===== src/design/sobm_pkg.sv =====
// Package for the shift-or byte matcher.
// Holds the request operation codes and the fixed match start field width.
// No dependencies.
`default_nettype none

package sobm_pkg;

  typedef enum logic [1:0] {
    OP_CLEAR   = 2'd0,
    OP_APPEND  = 2'd1,
    OP_RESTART = 2'd2,
    OP_TEXT    = 2'd3
  } op_t;

  localparam int unsigned START_W = 32;

endpackage : sobm_pkg

`default_nettype wire


===== src/design/shift_or_byte_matcher.sv =====
// Top level of the shift-or (bitap) exact byte matcher.
// Depends on sobm_pkg for the operation codes and the result width.
// The whole datapath sits in this one module.
`default_nettype none

// The matcher takes one request per clock and returns exactly one result per
// request, in the cycle after it is accepted. A request is accepted whenever
// the result register is empty or its result is being taken in the same
// cycle, so with results taken, text bytes run at one byte per clock with no
// gaps. The pattern is held as up to MAX_PATTERN stored bytes, and each text
// byte is compared against all of them at once to form its mask word; that
// comparator row and the OR-and-shift of the match vector set the cycle time.
// Clearing the pattern and restarting the search each take a single request.
module shift_or_byte_matcher #(
  parameter int unsigned MAX_PATTERN = 31,
  parameter int unsigned INDEX_BITS  = 32
) (
  input  wire logic                           clk,
  input  wire logic                           rst,
  input  wire logic                           req_valid,
  output logic                                req_ready,
  input  wire logic [1:0]                     operation,
  input  wire logic [7:0]                     byte_value,
  output logic                                res_valid,
  input  wire logic                           res_ready,
  output logic                                found,
  output logic [sobm_pkg::START_W-1:0]        match_start,
  output logic                                search_done,
  output logic                                pattern_full,
  output logic                                index_saturated
);

  localparam int unsigned VEC_W = MAX_PATTERN + 1;
  localparam int unsigned LEN_W = $clog2(MAX_PATTERN + 1);
  localparam int unsigned SUB_W = (INDEX_BITS > sobm_pkg::START_W) ?
                                  INDEX_BITS : sobm_pkg::START_W;

  sobm_pkg::op_t op;

  logic [7:0]            pattern [MAX_PATTERN];
  logic [LEN_W-1:0]      pattern_length;
  logic [LEN_W-1:0]      pattern_length_next;
  logic [VEC_W-1:0]      match_vector;
  logic [VEC_W-1:0]      match_vector_next;
  logic [INDEX_BITS-1:0] text_index;
  logic [INDEX_BITS-1:0] text_index_next;
  logic                  done_flag;
  logic                  done_flag_next;

  logic                  accept;
  logic                  append_ok;
  logic                  refused;
  logic                  hit;
  logic [VEC_W-1:0]      mask_word;
  logic [VEC_W-1:0]      shifted;
  logic [SUB_W-1:0]      start_wide;

  assign op        = sobm_pkg::op_t'(operation);
  assign req_ready = !res_valid || res_ready;
  assign accept    = req_valid && req_ready;
  assign append_ok = (pattern_length != LEN_W'(MAX_PATTERN));

  // Mask bit k is zero when pattern position k holds this byte.
  always_comb begin
    for (int k = 0; k < MAX_PATTERN; k++) begin
      mask_word[k] = !((LEN_W'(k) < pattern_length) && (pattern[k] == byte_value));
    end
    mask_word[MAX_PATTERN] = 1'b1;
  end

  assign shifted    = {(match_vector[VEC_W-2:0] | mask_word[VEC_W-2:0]), 1'b0};
  assign start_wide = SUB_W'(text_index) - SUB_W'(pattern_length) + SUB_W'(1);

  always_comb begin
    pattern_length_next = pattern_length;
    match_vector_next   = match_vector;
    text_index_next     = text_index;
    done_flag_next      = done_flag;
    refused             = 1'b0;
    hit                 = 1'b0;
    unique case (op)
      sobm_pkg::OP_CLEAR: begin
        pattern_length_next = '0;
        match_vector_next   = {{(VEC_W-1){1'b1}}, 1'b0};
        text_index_next     = '0;
        done_flag_next      = 1'b0;
      end
      sobm_pkg::OP_APPEND: begin
        if (append_ok) begin
          pattern_length_next = pattern_length + LEN_W'(1);
        end else begin
          refused = 1'b1;
        end
      end
      sobm_pkg::OP_RESTART: begin
        match_vector_next = {{(VEC_W-1){1'b1}}, 1'b0};
        text_index_next   = '0;
        done_flag_next    = 1'b0;
      end
      sobm_pkg::OP_TEXT: begin
        if (!done_flag) begin
          match_vector_next = shifted;
          if ((pattern_length != '0) && !shifted[pattern_length]) begin
            hit            = 1'b1;
            done_flag_next = 1'b1;
          end
          if (text_index != {INDEX_BITS{1'b1}}) begin
            text_index_next = text_index + INDEX_BITS'(1);
          end
        end
      end
    endcase
  end

  always_ff @(posedge clk) begin
    if (rst) begin
      pattern_length <= '0;
      match_vector   <= {{(VEC_W-1){1'b1}}, 1'b0};
      text_index     <= '0;
      done_flag      <= 1'b0;
      res_valid      <= 1'b0;
    end else begin
      if (accept) begin
        pattern_length <= pattern_length_next;
        match_vector   <= match_vector_next;
        text_index     <= text_index_next;
        done_flag      <= done_flag_next;
        res_valid      <= 1'b1;
      end else if (res_ready) begin
        res_valid <= 1'b0;
      end
    end
  end

  always_ff @(posedge clk) begin
    for (int k = 0; k < MAX_PATTERN; k++) begin
      if (accept && (op == sobm_pkg::OP_APPEND) && (pattern_length == LEN_W'(k))) begin
        pattern[k] <= byte_value;
      end
    end
  end

  always_ff @(posedge clk) begin
    if (accept) begin
      found           <= hit;
      match_start     <= hit ? start_wide[sobm_pkg::START_W-1:0] : '0;
      search_done     <= done_flag_next;
      pattern_full    <= refused;
      index_saturated <= (text_index_next == {INDEX_BITS{1'b1}});
    end
  end

  a_length_in_range: assert property (@(posedge clk) disable iff (rst)
    pattern_length <= LEN_W'(MAX_PATTERN))
    else $error("pattern length beyond its maximum");

  a_vector_low_bit: assert property (@(posedge clk) disable iff (rst)
    !match_vector[0])
    else $error("match vector bit zero is set");

  a_found_sets_done: assert property (@(posedge clk) disable iff (rst)
    (res_valid && found) |-> (search_done && done_flag))
    else $error("match reported without the search being done");

  a_clear_resets: assert property (@(posedge clk) disable iff (rst)
    (accept && (op == sobm_pkg::OP_CLEAR)) |=>
      ((pattern_length == '0) && !done_flag && (text_index == '0)))
    else $error("clear did not reset the search state");

  a_done_freezes: assert property (@(posedge clk) disable iff (rst)
    (accept && (op == sobm_pkg::OP_TEXT) && done_flag) |=>
      (done_flag && $stable(text_index) && $stable(match_vector) && !found))
    else $error("text byte changed state after the search was done");

  a_result_follows: assert property (@(posedge clk) disable iff (rst)
    accept |=> res_valid)
    else $error("accepted request produced no result");

endmodule : shift_or_byte_matcher

`default_nettype wire


===== config.mk =====
export PLATFORM = sky130hd
export DESIGN_NAME = shift_or_byte_matcher
export DESIGN_NICKNAME = d
export VERILOG_FILES = /design/src/design/sobm_pkg.sv /design/src/design/shift_or_byte_matcher.sv
export SDC_FILE = /design/constraint.sdc
export NUM_CORES = 1
export LEC_CHECK = 0
export BUFFER_PORTS_ARGS = -buffer_cell sky130_fd_sc_hd__clkbuf_2
export CORE_ASPECT_RATIO = 1.5
export CORE_UTILIZATION = 30
export CTS_CLUSTER_DIAMETER = 200
export DETAILED_ROUTE_END_ITERATION = 12
export SYNTH_ARGS = -nofsm -noshare
export SYNTH_HDL_FRONTEND = slang
export SYNTH_SLANG_ARGS = --single-unit

===== constraint.sdc =====
create_clock -name clk -period 3.97 [get_ports clk]
set_input_delay 0.397 -clock clk [delete_from_list [all_inputs] [get_ports clk]]
set_output_delay 0.397 -clock clk [all_outputs]
set_load 0.005 [all_outputs]

# Yosys cells after proc, flatten, opt, wreduce, memory -nomap -nowiden
# Memory sizes are Yosys's and may differ from the RTL's.
# Cells that the tools add are included.
dict set report word_totals {
  regBits 106
  mem_bits_rw 248
  inputBits 14
  word_cells 424
  mem_count 1
}
dict set report op_classes {
  add_sub_neg 4
  magnitude_cmp 32
  n_eq_ne 69
  muxes 169
  bitwise_logic 1
  reduce_logical 138
}
# name words width read_ports rd_clocked_by_memory_dff write_ports line_no
set mem_list {}
lappend mem_list {pattern 31 8 31 0 1 shift_or_byte_matcher.sv:40} ;# logic [7:0] pattern [MAX_PATTERN];
# op n
set ops {}
lappend ops {{equality test 8 bit} 31}
lappend ops {{2-to-1 mux 8 bit} 30}
lappend ops {{OR reduction 8 bit} 30}
lappend ops {{2-to-1 mux 5 bit} 31}
lappend ops {{2-to-1 mux 1 bit} 100}
lappend ops {{equality test 5 bit, second input constant} 15}
lappend ops {{less-than comparator 5 bit, first input constant} 15}
lappend ops {{logical AND 1 bit} 65}
lappend ops {{adder 32 x 1 -> 32 bit, second input constant} 2}
lappend ops {{2-to-1 mux 32 bit} 2}
lappend ops {{one-hot mux 32 bit (2 select lines)} 1}
lappend ops {{one-hot mux 31 bit (2 select lines)} 1}
lappend ops {{equality test 5 x 4 -> 1 bit, second input constant} 8}
lappend ops {{less-than comparator 4 x 5 -> 1 bit, first input constant} 8}
lappend ops {{zero test 1 bit} 33}
lappend ops {{equality test 32 bit, second input constant} 1}
lappend ops {{!= test 32 bit, second input constant} 1}
lappend ops {{subtractor 32 x 5 -> 32 bit} 1}
lappend ops {{2-to-1 mux 31 bit} 1}
lappend ops {{bitwise OR 31 bit} 1}
lappend ops {{equality test 5 x 3 -> 1 bit, second input constant} 4}
lappend ops {{less-than comparator 3 x 5 -> 1 bit, first input constant} 4}
lappend ops {{equality test 5 x 2 -> 1 bit, second input constant} 2}
lappend ops {{less-than comparator 1 x 5 -> 1 bit, first input constant} 2}
lappend ops {{other kinds (18)} 24}

# Depth between registers and ports, before layout
dict set report depth {
  ltp_word 38
  depth_mapped 13
  ltp_nobuf 13
}

# Worst setup path before layout
# Ideal clock, no wire load.
dict set report synth_path {
  kind {register to register}
  start {register pattern_length[0]}
  end {register match_start[27] in the netlist's numbering (data pin)}
  setup_ns 0.257
  t_arrival_ns 3.211
  required_time_ns 3.713
  path_slack_ns 0.502
  stages_incl_launch_ff 14
  path_cell_list {dfxtp_1 > clkbuf_1 > clkinv_1 > ha_1 > ha_1 > fa_1 > a211oi_1 > o211ai_1 > nand3_1 > o221a_2 > a21oi_1 > o21ai_0 > xor2_1 > nor2_1}
}
dict set report synth_between {
  elab_chain_len 11
  word_cells_on_any_way 104
  classes_between {add/sub: 2; order compare: 31; mux: 5; bitwise: 1; reduce/logical: 65}
}
# element line_no
set synth_rtl {}
lappend synth_rtl {{start, declared} shift_or_byte_matcher.sv:41} ;# logic [LEN_W-1:0] pattern_length;
lappend synth_rtl {{start signal, assigned} shift_or_byte_matcher.sv:124} ;# pattern_length <= pattern_length_next;
lappend synth_rtl {{branches (longest 11 deep; another with subtractor 32 x 5 -> 32 bit)} n/a}
lappend synth_rtl {{end signal, assigned} shift_or_byte_matcher.sv:146} ;# match_start <= hit ? start_wide[sobm_pkg::START_W-1:0] : '0;
lappend synth_rtl {{end, declared} shift_or_byte_matcher.sv:27} ;# output logic [sobm_pkg::START_W-1:0] match_start,
# Parallel ways; which one is timed is not known. The select of a mux whose other input is x is not followed.
# A chain may end at the register's enable or synchronous reset.

# Worst setup path in the final report
dict set report layout_path {
  start {register pattern_length[2]}
  end {register match_start[14] in the netlist's numbering (data pin)}
}
# Same word-level chain as after synthesis.

==> results.txt <==
----------------------------------------------------
[STA]
  Number of hold violations in the final report ... 0
  Slew @ Worst Pin ... 1.11 ns
  Sum of negative setup slack ... 0 ns
  Max-slew violations ... 0
  Portion of the clock cycle consumed by the worst path in the final layout ... 89.9%
  Min setup slack post-route ... 0.403 ns
  RSZ-0062 raised after global routing ... no
  Largest clock skew in the final design ... 0.0222 ns
  Shortest clock period the worst path allows after layout ... 3.57 ns
  Count of endpoints failing setup in the final report ... 0
  Rel. slew slack ... 25.8%
  Fmax ... 280 MHz

[Clock network]
  Clk root buf ... sky130_fd_sc_hd__clkbuf_16
  Post-cts gate resize count ... 0
  Clock transition at the register clock pins on the worst setup and hold paths after CTS ... 0.06 ns
  Clock tree from TritonCTS ... built
  Number of sinks driven by the clock tree ... 353
  Source-to-sink clock delay at the later pin of the worst-skew pair ... 0.55 ns
  Hold bufs inserted after CTS ... 0
  Setup Fix Bufs, Post-CTS ... 0
  Inserted Clock Buffers ... 38
  H-tree depth reported by CTS ... 2
  Deepest clock path buffer count ... 3

[Worst hold path]
  Kind of path behind the tightest hold check ... in2reg
  Hold path cells ... 3
  Worst hold path startpoint ... req_valid
  Capture endpoint of the worst hold path ... res_valid$_SDFFE_PP0P_

[Synth]
  Mean instance size in the synthesized netlist ... 11.4 um2
  Count of yosys warnings during synthesis ... 0
  Post-Syn Instances ... 1591
  Share of flip-flops with an asynchronous set or reset after synthesis ... 0%
  Top_reg_cell synth ... sky130_fd_sc_hd__edfxtp_1
  Number of nets in the synthesized netlist ... 1672
  Library cell with the largest summed area after synthesis ... sky130_fd_sc_hd__edfxtp_1
  Post-synth top area share ... 47.1%
  Commonest cells post-synth ... sky130_fd_sc_hd__edfxtp_1, sky130_fd_sc_hd__xor2_1, sky130_fd_sc_hd__nor2_1
  Netlist area before placement ... 0.0181 mm2
  Number of flip-flops and latches in the synthesized netlist ... 353
  Largest cells by area after synthesis ... sky130_fd_sc_hd__edfxtp_1, sky130_fd_sc_hd__xor2_1, sky130_fd_sc_hd__dfxtp_1, sky130_fd_sc_hd__ha_1, sky130_fd_sc_hd__xnor2_1
  Synth cell types ... 77
  Most repeated cell in the gate-level netlist after synthesis ... sky130_fd_sc_hd__edfxtp_1
  Register area share after synthesis ... 54.7%
  Count of flip-flops with a built-in enable after synthesis ... 284

[Power and ir drop]
  Pleak ... 7.34 nW
  Worst-case vdd ir drop ... 0.242 mV
  Power per Cell Area ... 378 mW/mm2

[Job]
  Max-cap violations ... 0

[Setup path]
  Cell count of the worst reg-to-reg path ... 9
  Kind of end point of the critical path ... flip-flop
  Worst r2r src ... pattern_length[2]$_SDFFE_PP0P_
  Nature of the critical path startpoint ... flip-flop
  Req. time, crit path ... 4.35 ns
  Data arrival time of the worst path ... 3.95 ns
  Endpoint of the worst-slack reg-to-reg timing path ... match_start[14]$_SDFFCE_PN0P_
  Startpoint-to-endpoint class of the critical path ... reg2reg
  Crit-path max FO ... 29
  Reg2reg setup slack ... 0.40 ns

[GRT]
  Largest net degree at the start of global routing ... 47
  GR peak layer ... met2
  Antenna violations before repair ... 0
  Routing usage on met2 ... 28.5%
  First-pass GRT wire length ... 72.2 mm
  Met3 global-route usage ... 1.89%
  Number of global-route vias before repair ... 12600
  Met1 capacity usage during global routing ... 17.1%
  Total GRT Usage ... 15.0%
  Congestion Overflow GR ... 0

[Drt]
  Count of antenna-violating nets left after detailed routing ... 0
  DRT Pass-1 Iters ... 9
  DRC violation total after the first TritonRoute iteration ... 781
  DR DRC count ... 2
  Detail-routed via count per cell ... 5.00
  Detail-routed net length per standard cell ... 18.5 um
  Detailed-route via count ... 12500
  Total Wirelength ... 46.4 mm

[Cells and area]
  Layout Cells excl Fill ... 2503
  Final Net Count ... 1771
  Fraction of layout instances using a drive strength above 1 ... 13.0%
  Antenna cells ... 0
  Layout filler cell count ... 5911
  Area growth from synthesis to layout ... 15.4%

[Place]
  Final weighted congestion of routability-driven global placement ... 0.864
  Placed cell count ... 2434
  Post-placement setup slack ... 0.293 ns
  Detailed-placement wirelength estimate ... 32.4 mm
  Count of buffers inserted at the top-level ports ... 51

[Die]
  Core area ... 0.0599 mm2
  Y dimension of the die ... 303 um
  Ports placed on the boundary ... 52
  Die outline width ... 203 um
  Initial Util ... 30.3%
  Die footprint ... 0.0614 mm2
  Total number of placement rows ... 110

[Outcome]
  Outcome ... finished with violations
  Failing checks ... DRC

----------------------------------------------------
## registers in the layout, summed over array words and instances (netlist names), 5 cells and up
signal	flops
pattern	248
match_vector	30
pattern_length	5
match_start	32
text_index	32
## final cells by class
cell class | count | area [um2] | area share [%]
multi-input combinational | 1108 | 7630 | 36.5
timing repair buffer | 135 | 973 | 4.65
sequential | 353 | 9910 | 47.4
inverter | 54 | 203 | 0.969
clock buffer | 49 | 1070 | 5.14
clock inverter | 20 | 146 | 0.700
tap | 784 | 981 | 4.69
## where the power goes
part           switching, mW  internal [mW]  leakage, nW
sequential            0.0108           4.01         3.15
combinational          0.288          0.145         3.59
clock                   1.47           1.98        0.596
## how the worst max path moves through the flow
stage	start	end	slack [ns]	cells past startpoint
after floorplan	pattern_length[0]$_SDFFE_PP0P_	match_start[27]$_SDFFCE_PN0P_	0.50	13
after global placement	byte_value[0]	match_start[14]$_SDFFCE_PN0P_	0.35	11
after detailed placement	byte_value[0]	match_start[14]$_SDFFCE_PN0P_	0.29	11
after CTS	pattern_length[2]$_SDFFE_PP0P_	match_start[14]$_SDFFCE_PN0P_	0.33	9
after global routing	text_index[1]$_SDFFE_PP0P_	match_start[29]$_SDFFCE_PN0P_	0.19	13
final	pattern_length[2]$_SDFFE_PP0P_	match_start[14]$_SDFFCE_PN0P_	0.40	9
## cells in the final DEF (no fill, tap or decap), types with 13 or more instances in the layout
master / instances
sky130_fd_sc_hd__clkbuf_16: 40
sky130_fd_sc_hd__o21ai_0: 32
sky130_fd_sc_hd__nor3_1: 70
sky130_fd_sc_hd__nand2b_1: 27
sky130_fd_sc_hd__a31oi_1: 14
sky130_fd_sc_hd__inv_1: 50
sky130_fd_sc_hd__buf_4: 77
sky130_fd_sc_hd__nand2_1: 95
sky130_fd_sc_hd__dfxtp_1: 69
sky130_fd_sc_hd__o22ai_1: 23
sky130_fd_sc_hd__edfxtp_1: 284
sky130_fd_sc_hd__nor2b_1: 13
sky130_fd_sc_hd__nor4_1: 41
sky130_fd_sc_hd__xor2_1: 207
sky130_fd_sc_hd__nand3_1: 49
sky130_fd_sc_hd__nor2_1: 114
sky130_fd_sc_hd__nand4_1: 40
sky130_fd_sc_hd__a21o_1: 20
sky130_fd_sc_hd__ha_1: 66
sky130_fd_sc_hd__clkbuf_2: 43
sky130_fd_sc_hd__xnor2_1: 79
sky130_fd_sc_hd__a21oi_1: 69
## layer usage
layer / up-vias / share of wire [%]
li1: 5976 / -
met2: 298 / 53
met1: 6166 / 40
met3: 80 / 4.0
met4: 0 / 2.7
met5: - / 0
## metrics by stage
stage	hold slack [ns]	power (mW)	util, %	cell area, um2
4_1_cts	0.0758	7.99	34.9	20900
6_report	0.0878	7.91	34.9	20900
5_1_grt	0.0950	8.17	34.9	20900
3_5_place_dp	0.482	4.54	32.9	19700
3_3_place_gp	0.469	4.53	32.9	19700
2_1_floorplan	0.457	4.35	-	18100
## logic make-up (layout without fill, tap and decap cells)
kind of cell    count (synthesis)  count (layout)  share of synthesized area, %
flops                         353             353                          54.7
xor+xnor                      286             286                          13.8
buf+inv                       130             258                          3.24
mux                             6               6                         0.345
compound gates                240             240                          8.87
fa+ha+maj                      67              67                          4.67
simple gates                  509             509                          14.4
## critical path, cell delays in order (launching register included)
cell and delay (ns):
sky130_fd_sc_hd__dfxtp_1 0.40, sky130_fd_sc_hd__buf_12 0.20, sky130_fd_sc_hd__nand3_1 0.37, sky130_fd_sc_hd__or4_1 0.63, sky130_fd_sc_hd__nor4_1 0.33, sky130_fd_sc_hd__o311ai_0 0.27
sky130_fd_sc_hd__o21ai_1 0.41, sky130_fd_sc_hd__o211ai_2 0.32, sky130_fd_sc_hd__buf_12 0.27, sky130_fd_sc_hd__nor3b_1 0.19
Power figures use the tool's default switching activity.
